`config.mk`:
```
export PLATFORM = sky130hd
export DESIGN_NAME = pid_controller_filtered_derivative_flat
export DESIGN_NICKNAME = d
export VERILOG_FILES = /design/src/rtl/core/pidfd_pkg.sv /design/src/rtl/core/pidfd_if.sv /design/src/rtl/core/pid_controller_filtered_derivative.sv /design/src/flat_wrapper.sv
export SDC_FILE = /design/constraint.sdc
export NUM_CORES = 2
export LEC_CHECK = 0
export BUFFER_PORTS_ARGS = -buffer_cell sky130_fd_sc_hd__buf_2
export CELL_PAD_IN_SITES_DETAIL_PLACEMENT = 0
export CELL_PAD_IN_SITES_GLOBAL_PLACEMENT = 1
export CORE_MARGIN = 5
export CORE_UTILIZATION = 40
export CTS_BUF_LIST = sky130_fd_sc_hd__clkbuf_8
export CTS_CLUSTER_SIZE = 8
export DETAILED_ROUTE_END_ITERATION = 10
export HOLD_SLACK_MARGIN = 0.1
export PLACE_DENSITY_LB_ADDON = 0.1
export SLEW_MARGIN = 20
export SYNTH_ARGS = -nofsm -noshare
export SYNTH_HDL_FRONTEND = slang
export SYNTH_SLANG_ARGS = --single-unit
```
`constraint.sdc`:
```
create_clock -name clk -period 33.4 [get_ports clk]
set_input_delay 3.34 -clock clk [delete_from_list [all_inputs] [get_ports clk]]
set_output_delay 3.34 -clock clk [all_outputs]
set_load 0.02 [all_outputs]
```
`src/rtl/core/pidfd_pkg.sv`:
```
`timescale 1ns / 1ps

package pidfd_pkg;

  localparam int unsigned DATA_W    = 32;
  localparam int unsigned PROD_W    = 64;
  localparam int unsigned SUM_W     = 35;
  localparam int unsigned FRAC_BITS = 16;
  localparam int unsigned REG_IDX_W = 3;
  localparam int unsigned STEP_W    = 4;

  localparam bit SERIAL_FORM = 1'b0;

  localparam logic signed [PROD_W-1:0] ROUND_HALF = 64'sd32768;
  localparam logic signed [PROD_W-1:0] SAT_MAX    = 64'sd2147483647;
  localparam logic signed [PROD_W-1:0] SAT_MIN    = -64'sd2147483648;

  localparam logic [REG_IDX_W-1:0] REG_PROP_GAIN     = 3'd0;
  localparam logic [REG_IDX_W-1:0] REG_INTEG_COEF    = 3'd1;
  localparam logic [REG_IDX_W-1:0] REG_DERIV_COEF    = 3'd2;
  localparam logic [REG_IDX_W-1:0] REG_POLE_COEF     = 3'd3;
  localparam logic [REG_IDX_W-1:0] REG_INTEG_FLOOR   = 3'd4;
  localparam logic [REG_IDX_W-1:0] REG_INTEG_CEILING = 3'd5;
  localparam logic [REG_IDX_W-1:0] REG_DRIVE_FLOOR   = 3'd6;
  localparam logic [REG_IDX_W-1:0] REG_DRIVE_CEILING = 3'd7;

  localparam logic signed [DATA_W-1:0] PROP_GAIN_RESET = 32'sd65536;
  localparam logic signed [DATA_W-1:0] Q_MAX           = 32'sh7fffffff;
  localparam logic signed [DATA_W-1:0] Q_MIN           = 32'sh80000000;

  localparam logic [1:0] COND_NONE = 2'd0;
  localparam logic [1:0] COND_IN   = 2'd1;
  localparam logic [1:0] COND_OUT  = 2'd2;

  localparam logic [3:0] SRC_ZERO   = 4'd0;
  localparam logic [3:0] SRC_TARGET = 4'd1;
  localparam logic [3:0] SRC_MEAS   = 4'd2;
  localparam logic [3:0] SRC_LMEAS  = 4'd3;
  localparam logic [3:0] SRC_ERR    = 4'd4;
  localparam logic [3:0] SRC_LERR   = 4'd5;
  localparam logic [3:0] SRC_INTEG  = 4'd6;
  localparam logic [3:0] SRC_DERIV  = 4'd7;
  localparam logic [3:0] SRC_Q      = 4'd8;
  localparam logic [3:0] SRC_T      = 4'd9;
  localparam logic [3:0] SRC_D      = 4'd10;

  localparam logic [2:0] DST_NONE  = 3'd0;
  localparam logic [2:0] DST_ERR   = 3'd1;
  localparam logic [2:0] DST_T     = 3'd2;
  localparam logic [2:0] DST_D     = 3'd3;
  localparam logic [2:0] DST_INTEG = 3'd4;
  localparam logic [2:0] DST_DERIV = 3'd5;
  localparam logic [2:0] DST_DRIVE = 3'd6;

  localparam logic [1:0] MA_PROP  = 2'd0;
  localparam logic [1:0] MA_ICOEF = 2'd1;
  localparam logic [1:0] MA_DCOEF = 2'd2;
  localparam logic [1:0] MA_PCOEF = 2'd3;

  localparam logic [1:0] MB_T     = 2'd0;
  localparam logic [1:0] MB_D     = 2'd1;
  localparam logic [1:0] MB_DERIV = 2'd2;
  localparam logic [1:0] MB_ERR   = 2'd3;

  typedef struct packed {
    logic [1:0]        cond;
    logic              jump;
    logic [STEP_W-1:0] jump_addr;
    logic [3:0]        a_sel;
    logic [3:0]        b_sel;
    logic              b_neg;
    logic [3:0]        c_sel;
    logic [2:0]        dst;
    logic              mul_en;
    logic [1:0]        ma_sel;
    logic [1:0]        mb_sel;
  } ctrl_word_t;

  function automatic logic signed [DATA_W-1:0] sat32(input logic signed [PROD_W-1:0] v);
    logic signed [DATA_W-1:0] r;
    if (v > SAT_MAX) r = Q_MAX;
    else if (v < SAT_MIN) r = Q_MIN;
    else r = v[DATA_W-1:0];
    return r;
  endfunction

  function automatic logic signed [DATA_W-1:0] clamp32(input logic signed [DATA_W-1:0] v,
                                                       input logic signed [DATA_W-1:0] lo,
                                                       input logic signed [DATA_W-1:0] hi);
    logic signed [DATA_W-1:0] r;
    if (v > hi) r = hi;
    else if (v < lo) r = lo;
    else r = v;
    return r;
  endfunction

  function automatic ctrl_word_t alu_op(input logic [3:0] a, input logic [3:0] b,
                                        input logic neg, input logic [3:0] c,
                                        input logic [2:0] dst);
    ctrl_word_t cw;
    cw = '0;
    cw.a_sel = a;
    cw.b_sel = b;
    cw.b_neg = neg;
    cw.c_sel = c;
    cw.dst   = dst;
    return cw;
  endfunction

  function automatic ctrl_word_t ucode(input logic [STEP_W-1:0] step);
    ctrl_word_t cw;
    cw = '0;
    case (step)
      4'd0: cw.cond = COND_IN;
      4'd1: cw = alu_op(SRC_TARGET, SRC_MEAS, 1'b1, SRC_ZERO, DST_ERR);
      4'd2: cw = alu_op(SRC_ERR, SRC_LERR, 1'b0, SRC_ZERO, DST_T);
      4'd3: begin
        cw = alu_op(SRC_MEAS, SRC_LMEAS, 1'b1, SRC_ZERO, DST_D);
        cw.mul_en = 1'b1;
        cw.ma_sel = MA_ICOEF;
        cw.mb_sel = MB_T;
      end
      4'd4: begin
        cw = alu_op(SRC_INTEG, SRC_Q, 1'b0, SRC_ZERO, DST_INTEG);
        cw.mul_en = 1'b1;
        cw.ma_sel = MA_DCOEF;
        cw.mb_sel = MB_D;
      end
      4'd5: begin
        cw = alu_op(SRC_Q, SRC_ZERO, 1'b0, SRC_ZERO, DST_T);
        cw.mul_en = 1'b1;
        cw.ma_sel = MA_PCOEF;
        cw.mb_sel = MB_DERIV;
      end
      4'd6: begin
        cw = alu_op(SRC_Q, SRC_T, 1'b1, SRC_ZERO, DST_DERIV);
        if (!SERIAL_FORM) begin
          cw.mul_en = 1'b1;
          cw.ma_sel = MA_PROP;
          cw.mb_sel = MB_ERR;
        end
      end
      4'd7: begin
        if (SERIAL_FORM) begin
          cw = alu_op(SRC_ERR, SRC_INTEG, 1'b0, SRC_DERIV, DST_T);
        end else begin
          cw = alu_op(SRC_Q, SRC_INTEG, 1'b0, SRC_DERIV, DST_DRIVE);
          cw.cond      = COND_OUT;
          cw.jump      = 1'b1;
          cw.jump_addr = 4'd0;
        end
      end
      4'd8: begin
        cw.mul_en = 1'b1;
        cw.ma_sel = MA_PROP;
        cw.mb_sel = MB_T;
      end
      4'd9: begin
        cw = alu_op(SRC_Q, SRC_ZERO, 1'b0, SRC_ZERO, DST_DRIVE);
        cw.cond      = COND_OUT;
        cw.jump      = 1'b1;
        cw.jump_addr = 4'd0;
      end
      default: begin
        cw.jump      = 1'b1;
        cw.jump_addr = 4'd0;
      end
    endcase
    return cw;
  endfunction

endpackage

```
`src/rtl/core/pidfd_if.sv`:
```
`timescale 1ns / 1ps

interface pidfd_in_if;
  logic                                 valid;
  logic                                 ready;
  logic signed [pidfd_pkg::DATA_W-1:0]  target;
  logic signed [pidfd_pkg::DATA_W-1:0]  measured;
  modport source(output valid, output target, output measured, input ready);
  modport sink(input valid, input target, input measured, output ready);
endinterface

interface pidfd_out_if;
  logic                                 valid;
  logic                                 ready;
  logic signed [pidfd_pkg::DATA_W-1:0]  drive;
  modport source(output valid, output drive, input ready);
  modport sink(input valid, input drive, output ready);
endinterface

interface pidfd_cfg_if;
  logic                                 valid;
  logic                                 ready;
  logic [pidfd_pkg::REG_IDX_W-1:0]      index;
  logic [pidfd_pkg::DATA_W-1:0]         data;
  modport source(output valid, output index, output data, input ready);
  modport sink(input valid, input index, input data, output ready);
endinterface

```
`src/rtl/core/pid_controller_filtered_derivative.sv`:
```
`timescale 1ns / 1ps

// PID controller, Q16.16, trapezoidal integral and band-limited derivative.
// in_ch carries target and measured; out_ch carries one clamped drive per
// input transfer; cfg_ch writes the eight coefficient and limit registers
// (index 0..7) and is always ready; write it only while the block is idle.
// A microcode table steps one adder/saturator and one 32x32 multiplier
// with a registered product. The table runs 7 compute steps (parallel form)
// or 9 (serial form) after the input transfer; the last step loads the
// drive and returns to the input step, so a new input is taken only after
// the result is loaded. The steps follow the chain of dependent
// multiplies through the one multiplier.
// The output register parts the two sides: the next item is taken and
// computed while a result waits; if the receiver still stalls when the next
// drive is ready, the last step holds until the output register frees.
// Reset (rst_n low, synchronous) restores the register defaults, clears the
// integrator, derivative and history state, and empties the output.
module pid_controller_filtered_derivative (
  input  logic             clk,
  input  logic             rst_n,
  pidfd_in_if.sink         in_ch,
  pidfd_out_if.source      out_ch,
  pidfd_cfg_if.sink        cfg_ch
);

  logic signed [pidfd_pkg::DATA_W-1:0] coef_r [8];

  logic [pidfd_pkg::STEP_W-1:0] step_r, step_nxt;
  logic                         out_valid_r, out_valid_nxt;

  logic signed [pidfd_pkg::DATA_W-1:0] target_r, meas_r;
  logic signed [pidfd_pkg::DATA_W-1:0] err_r, t_r, d_r, drive_r;
  logic signed [pidfd_pkg::DATA_W-1:0] integ_r, deriv_r, last_err_r, last_meas_r;
  logic signed [pidfd_pkg::PROD_W-1:0] prod_r;

  pidfd_pkg::ctrl_word_t cw;
  logic go;

  logic signed [pidfd_pkg::DATA_W-1:0] q_val;
  logic signed [pidfd_pkg::PROD_W-1:0] prod_rnd;
  logic signed [pidfd_pkg::DATA_W-1:0] src_a, src_b, src_c, mul_a, mul_b;
  logic signed [pidfd_pkg::SUM_W-1:0]  sum_b, sum_all;
  logic signed [pidfd_pkg::DATA_W-1:0] alu_res;

  assign cw = pidfd_pkg::ucode(step_r);

  assign in_ch.ready  = (cw.cond == pidfd_pkg::COND_IN);
  assign out_ch.valid = out_valid_r;
  assign out_ch.drive = drive_r;
  assign cfg_ch.ready = 1'b1;

  always_comb begin
    case (cw.cond)
      pidfd_pkg::COND_IN:  go = in_ch.valid;
      pidfd_pkg::COND_OUT: go = !out_valid_r || out_ch.ready;
      default:             go = 1'b1;
    endcase
  end

  always_comb begin
    step_nxt = step_r;
    if (go) step_nxt = cw.jump ? cw.jump_addr : step_r + 1'b1;
  end

  always_comb begin
    out_valid_nxt = out_valid_r;
    if (out_ch.ready) out_valid_nxt = 1'b0;
    if (go && cw.dst == pidfd_pkg::DST_DRIVE) out_valid_nxt = 1'b1;
  end

  assign prod_rnd = prod_r + pidfd_pkg::ROUND_HALF;
  assign q_val    = pidfd_pkg::sat32(prod_rnd >>> pidfd_pkg::FRAC_BITS);

  always_comb begin
    case (cw.a_sel)
      pidfd_pkg::SRC_TARGET: src_a = target_r;
      pidfd_pkg::SRC_MEAS:   src_a = meas_r;
      pidfd_pkg::SRC_LMEAS:  src_a = last_meas_r;
      pidfd_pkg::SRC_ERR:    src_a = err_r;
      pidfd_pkg::SRC_LERR:   src_a = last_err_r;
      pidfd_pkg::SRC_INTEG:  src_a = integ_r;
      pidfd_pkg::SRC_DERIV:  src_a = deriv_r;
      pidfd_pkg::SRC_Q:      src_a = q_val;
      pidfd_pkg::SRC_T:      src_a = t_r;
      pidfd_pkg::SRC_D:      src_a = d_r;
      default:               src_a = '0;
    endcase
    case (cw.b_sel)
      pidfd_pkg::SRC_TARGET: src_b = target_r;
      pidfd_pkg::SRC_MEAS:   src_b = meas_r;
      pidfd_pkg::SRC_LMEAS:  src_b = last_meas_r;
      pidfd_pkg::SRC_ERR:    src_b = err_r;
      pidfd_pkg::SRC_LERR:   src_b = last_err_r;
      pidfd_pkg::SRC_INTEG:  src_b = integ_r;
      pidfd_pkg::SRC_DERIV:  src_b = deriv_r;
      pidfd_pkg::SRC_Q:      src_b = q_val;
      pidfd_pkg::SRC_T:      src_b = t_r;
      pidfd_pkg::SRC_D:      src_b = d_r;
      default:               src_b = '0;
    endcase
    case (cw.c_sel)
      pidfd_pkg::SRC_TARGET: src_c = target_r;
      pidfd_pkg::SRC_MEAS:   src_c = meas_r;
      pidfd_pkg::SRC_LMEAS:  src_c = last_meas_r;
      pidfd_pkg::SRC_ERR:    src_c = err_r;
      pidfd_pkg::SRC_LERR:   src_c = last_err_r;
      pidfd_pkg::SRC_INTEG:  src_c = integ_r;
      pidfd_pkg::SRC_DERIV:  src_c = deriv_r;
      pidfd_pkg::SRC_Q:      src_c = q_val;
      pidfd_pkg::SRC_T:      src_c = t_r;
      pidfd_pkg::SRC_D:      src_c = d_r;
      default:               src_c = '0;
    endcase
  end

  always_comb begin
    sum_b   = cw.b_neg ? -pidfd_pkg::SUM_W'(src_b) : pidfd_pkg::SUM_W'(src_b);
    sum_all = pidfd_pkg::SUM_W'(src_a) + sum_b + pidfd_pkg::SUM_W'(src_c);
    alu_res = pidfd_pkg::sat32(pidfd_pkg::PROD_W'(sum_all));
  end

  always_comb begin
    case (cw.ma_sel)
      pidfd_pkg::MA_ICOEF: mul_a = coef_r[pidfd_pkg::REG_INTEG_COEF];
      pidfd_pkg::MA_DCOEF: mul_a = coef_r[pidfd_pkg::REG_DERIV_COEF];
      pidfd_pkg::MA_PCOEF: mul_a = coef_r[pidfd_pkg::REG_POLE_COEF];
      default:             mul_a = coef_r[pidfd_pkg::REG_PROP_GAIN];
    endcase
    case (cw.mb_sel)
      pidfd_pkg::MB_D:     mul_b = d_r;
      pidfd_pkg::MB_DERIV: mul_b = deriv_r;
      pidfd_pkg::MB_ERR:   mul_b = err_r;
      default:             mul_b = t_r;
    endcase
  end

  always_ff @(posedge clk) begin
    if (!rst_n) begin
      step_r      <= '0;
      out_valid_r <= 1'b0;
      integ_r     <= '0;
      deriv_r     <= '0;
      last_err_r  <= '0;
      last_meas_r <= '0;
      coef_r[pidfd_pkg::REG_PROP_GAIN]     <= pidfd_pkg::PROP_GAIN_RESET;
      coef_r[pidfd_pkg::REG_INTEG_COEF]    <= '0;
      coef_r[pidfd_pkg::REG_DERIV_COEF]    <= '0;
      coef_r[pidfd_pkg::REG_POLE_COEF]     <= '0;
      coef_r[pidfd_pkg::REG_INTEG_FLOOR]   <= pidfd_pkg::Q_MIN;
      coef_r[pidfd_pkg::REG_INTEG_CEILING] <= pidfd_pkg::Q_MAX;
      coef_r[pidfd_pkg::REG_DRIVE_FLOOR]   <= pidfd_pkg::Q_MIN;
      coef_r[pidfd_pkg::REG_DRIVE_CEILING] <= pidfd_pkg::Q_MAX;
    end else begin
      step_r      <= step_nxt;
      out_valid_r <= out_valid_nxt;
      if (cfg_ch.valid) coef_r[cfg_ch.index] <= cfg_ch.data;
      if (go && cw.dst == pidfd_pkg::DST_INTEG)
        integ_r <= pidfd_pkg::clamp32(alu_res, coef_r[pidfd_pkg::REG_INTEG_FLOOR],
                                      coef_r[pidfd_pkg::REG_INTEG_CEILING]);
      if (go && cw.dst == pidfd_pkg::DST_DERIV) deriv_r <= alu_res;
      if (go && cw.dst == pidfd_pkg::DST_DRIVE) begin
        last_err_r  <= err_r;
        last_meas_r <= meas_r;
      end
    end
  end

  always_ff @(posedge clk) begin
    if (in_ch.valid && in_ch.ready) begin
      target_r <= in_ch.target;
      meas_r   <= in_ch.measured;
    end
    if (go && cw.mul_en) prod_r <= mul_a * mul_b;
    if (go) begin
      case (cw.dst)
        pidfd_pkg::DST_ERR: err_r <= alu_res;
        pidfd_pkg::DST_T:   t_r   <= alu_res;
        pidfd_pkg::DST_D:   d_r   <= alu_res;
        pidfd_pkg::DST_DRIVE:
          drive_r <= pidfd_pkg::clamp32(alu_res, coef_r[pidfd_pkg::REG_DRIVE_FLOOR],
                                        coef_r[pidfd_pkg::REG_DRIVE_CEILING]);
        default: ;
      endcase
    end
  end

endmodule

```
`src/flat_wrapper.sv`:
```
// flat-port wrapper written by rule: the top's interface ports become plain ports
module pid_controller_filtered_derivative_flat 
  (clk, rst_n, in_ch_valid, in_ch_target, in_ch_measured, in_ch_ready, out_ch_valid, out_ch_drive, out_ch_ready, cfg_ch_valid, cfg_ch_index, cfg_ch_data, cfg_ch_ready);
  pidfd_in_if in_ch_i ();
  pidfd_out_if out_ch_i ();
  pidfd_cfg_if cfg_ch_i ();
  input  logic clk;
  input  logic rst_n;
  input wire logic [$bits(in_ch_i.valid)-1:0] in_ch_valid;
  input wire logic [$bits(in_ch_i.target)-1:0] in_ch_target;
  input wire logic [$bits(in_ch_i.measured)-1:0] in_ch_measured;
  output wire logic [$bits(in_ch_i.ready)-1:0] in_ch_ready;
  output wire logic [$bits(out_ch_i.valid)-1:0] out_ch_valid;
  output wire logic [$bits(out_ch_i.drive)-1:0] out_ch_drive;
  input wire logic [$bits(out_ch_i.ready)-1:0] out_ch_ready;
  input wire logic [$bits(cfg_ch_i.valid)-1:0] cfg_ch_valid;
  input wire logic [$bits(cfg_ch_i.index)-1:0] cfg_ch_index;
  input wire logic [$bits(cfg_ch_i.data)-1:0] cfg_ch_data;
  output wire logic [$bits(cfg_ch_i.ready)-1:0] cfg_ch_ready;
  assign in_ch_i.valid = in_ch_valid;
  assign in_ch_i.target = in_ch_target;
  assign in_ch_i.measured = in_ch_measured;
  assign in_ch_ready = in_ch_i.ready;
  assign out_ch_valid = out_ch_i.valid;
  assign out_ch_drive = out_ch_i.drive;
  assign out_ch_i.ready = out_ch_ready;
  assign cfg_ch_i.valid = cfg_ch_valid;
  assign cfg_ch_i.index = cfg_ch_index;
  assign cfg_ch_i.data = cfg_ch_data;
  assign cfg_ch_ready = cfg_ch_i.ready;
  pid_controller_filtered_derivative u_core (.clk(clk), .rst_n(rst_n), .in_ch(in_ch_i), .out_ch(out_ch_i), .cfg_ch(cfg_ch_i));
endmodule
```
==> results.py <==
metrics = {
    "sta": {
        "setup_violations": 0,
        "slew_viol_final": 0,
        "grt_setup_unrepaired": "false",
        "timing.final.ws_setup_ps": 18250,
        "fin_crit_sh_pct": 45.4,
        "setup_tns_ps": 0,
        "slew_headroom_pct": 23.0,
        "hold_violations": 0,
        "skew_ps": 90.7,
        "period_minus_slack_ps": 15150,
        "worst_pin_slew_ps": 1150,
        "fmax_mhz": 66.0,
    },
    "global_routing": {
        "grt_max_degree": 70,
        "grt_pass1_vias": 56651,
        "grt_first_pass_wirelength_mm": 413,
        "antenna_found_initial": 30,
        "globalRoute.totalOverflow": 0,
        "grt_util_all_layers_pct": 30.7,
    },
    "logic_synthesis": {
        "yosys.area_share.simple_pct": 15.2,
        "muxShareOfSynthArea_pct": 0.607,
        "syn-mean-instance-area_sq_um": 9.45,
        "synth_fa_ha_area_share_pct": 37.3,
        "synth_top_area_share_pct": 31.2,
        "ys_types": 97,
        "synth_compound_area_share_pct": 11.1,
        "ys_dominant_reg_cell": "edfxtp_1",
        "yosys.area.top_type": "fa_1",
        "synth_top_family_by_area": "adder cells",
        "synthArstFlopShare_pct": 0,
        "yosys_warnings": 0,
        "synthXorXnorAreaFrac_pct": 1.97,
        "yosys-top-cells-area": "fa_1, edfxtp_1, inv_1",
        "yosysSeqAreaShare_pct": 24.6,
        "synth_seq_cells": 630,
        "synth_nets": 9134,
        "synth_edf_count": 497,
        "synthCells": 7567,
        "synth_area_sq_um": 71500,
    },
    "worst_setup_path": {
        "crit_path_top_delay_cell": "nor4_4",
        "start_kind": "flop",
        "crit_top_cell": "a21oi_1",
        "cp.required_ps": 34180,
        "crit_path_max_incr_delay_ps": 860,
        "arrival_ps": 15920,
        "end_kind": "flop",
        "critical_path.max_fanout": 47,
        "path_class": "reg -> reg",
    },
    "clocking": {
        "cts_max_level": 3,
        "cts_hold_buf": 0,
        "worstSkewPairLatency_ps": 870,
        "cts_resized": 0,
        "clockBufferDepth": 3,
        "postCtsSetupBuffers": 0,
        "clk_pin_slew_ps": 60,
        "cts_num_sinks": 630,
        "cts_root_buf": "clkbuf_8",
        "cts_buffers": 102,
        "cts_tree": "built",
    },
    "layout": {
        "fin_util_pct": 43.6,
        "final_nets": 9167,
        "fin_cells": 10047,
        "syn_to_final_growth_pct": 8.52,
        "drive_gt1_share_pct": 8.22,
    },
    "placed_design": {
        "routabilityCongestion": 0.970,
        "dp.cells": 9850,
        "portBuffers": 137,
        "dp_slack_ps": 18090,
        "hpwl_mm": 219,
    },
    "detailed_routing": {
        "drc_errors": 0,
        "drtPass1Iterations": 9,
        "drt-initial-drc-count": 6145,
        "wl_mm": 288,
        "wl_per_cell_um": 28.7,
        "postRouteAntennaNets": 0,
        "viasPerCell": 5.63,
        "dr_total_vias": 56533,
    },
    "floorplanning": {
        "start_util_pct": 40.1,
        "coreArea_sq_um": 178000,
        "pin_count": 139,
        "dieArea_sq_um": 187000,
        "die_y_um": 433,
        "die_w_um": 433,
        "num_rows": 155,
    },
    "run": {
        "maxCapViolCount": 0,
    },
    "hold_path": {
        "hold_path.class": "reg -> reg",
    },
    "status": {
        "outcome": "complete, no violations",
    },
}
==> per-layer routing <==
layer	GRT usage (%)	wire length, um	part of all wire, %	up-vias
li1	-	-	-	24420
met1	45.0	127000	44	29315
met2	45.8	124000	43	2441
met3	7.42	27300	9.5	349
met4	7.79	8860	3.1	8
met5	0	69	0.024	-
==> registers in the layout (all words and copies together), names as in the netlist <==
signal and cells:
u_core.last_err_r 32, u_core.err_r 32, u_core.t_r 32, u_core.coef_r 256, u_core.out_ch.drive 32, u_core.integ_r 32, u_core.target_r 32, u_core.meas_r 32
u_core.out_ch.valid 1, u_core.deriv_r 32, u_core.step_r 4, u_core.prod_r 49, u_core.last_meas_r 32, u_core.d_r 32
==> stage by stage <==
stage | area (sq um) | hold WS [ps]
global route | 77600 | 502
detailed placement | 75600 | 473
finish | 77600 | 485
floorplan | 71500 | 456
global placement | 75600 | 467
CTS | 77600 | 482
==> cells by family after synthesis <==
group                      after synthesis
buffers and inverters                 1729
other                                    1
xor gates and xnor gates               160
AOI/OAI and AO/OA                     1149
DFF                                    630
muxes                                   43
and+or+nand+nor                       2392
adders and majority gates             1463
==> cell usage in the layout (no fill, tap or decap), types with 44 or more instances in the layout <==
cell      netlist  final
a21oi_1       182    156
fa_1         1116   1115
nand2_1      1152   1149
and2_1        249    249
buf_2          14    136
or3_1          77     77
o21ai_1        57     59
a22oi_1       158    158
ha_1          347    347
xnor2_1       112    112
nand2b_1       44     44
nor2_1        462    451
o21a_1         56     51
o22ai_1        49     48
a211oi_1       50     47
a21o_1         77     77
nand3_1       107    106
edfxtp_1      497    497
nand4_1        64     64
clkbuf_8        0    112
dfxtp_1       133    133
xor2_1         47     47
nor3_1         58     50
a21boi_0       71     71
o21ai_0       202    185
inv_1        1334   1385
buf_4           4    186
==> critical path, delay by kind of cell, from the launching register on <==
family                     cells  cell delay (ps)
and+or+nand+nor               17             4900
DFF                            1              440
AOI/OAI and AO/OA             22             6610
xor gates and xnor gates       3              540
adders and majority gates      4             1660
buffers and inverters          4              890
==> cell usage after synthesis (15+ instances only) <==
cell / n
or3_1: 77
a221oi_1: 22
nor2b_1: 44
xor2_1: 47
nand2_1: 1152
buf_1: 18
dfxtp_1: 133
clkbuf_1: 351
or2_2: 29
o21ai_1: 57
nand4_1: 64
ha_1: 347
nand2b_1: 44
a21boi_0: 71
a222oi_1: 33
nor4_1: 15
nor3b_1: 21
o21ai_0: 202
fa_1: 1116
o22ai_1: 49
inv_1: 1334
xnor2_1: 112
a21o_1: 77
a21oi_1: 182
and3_1: 21
nor2_1: 462
a211oi_1: 50
a22oi_1: 158
nor3_1: 58
o21a_1: 56
and2_1: 249
mux2i_1: 40
edfxtp_1: 497
nand3_1: 107
a31oi_1: 30
==> worst paths after layout <==
check	from	endpoint	slack, ps	cells past startpoint
min reg2reg	u_core.last_err_r[4]	u_core.last_err_r[4]	490	2
max reg2reg	u_core.prod_r[28]	u_core.integ_r[30]	18250	50
min	u_core.last_err_r[4]	u_core.last_err_r[4]	490	2
max	u_core.prod_r[28]	u_core.integ_r[30]	18250	50
==> final cells by class <==
class                   instances  area, sq um
diodes                          7         17.5
clock buffers                 112         1540
clock inverters                77          460
fillers                     17560       101000
inverters                    1334         5010
multi-input cells            5208        47900
flip-flops and latches        630        17600
well taps                    2355         2950
repair buffers                324         2120
Power is left out: the tool's default activity adds up to more than one toggle a clock period on the data nets, which glitch-free logic cannot reach.
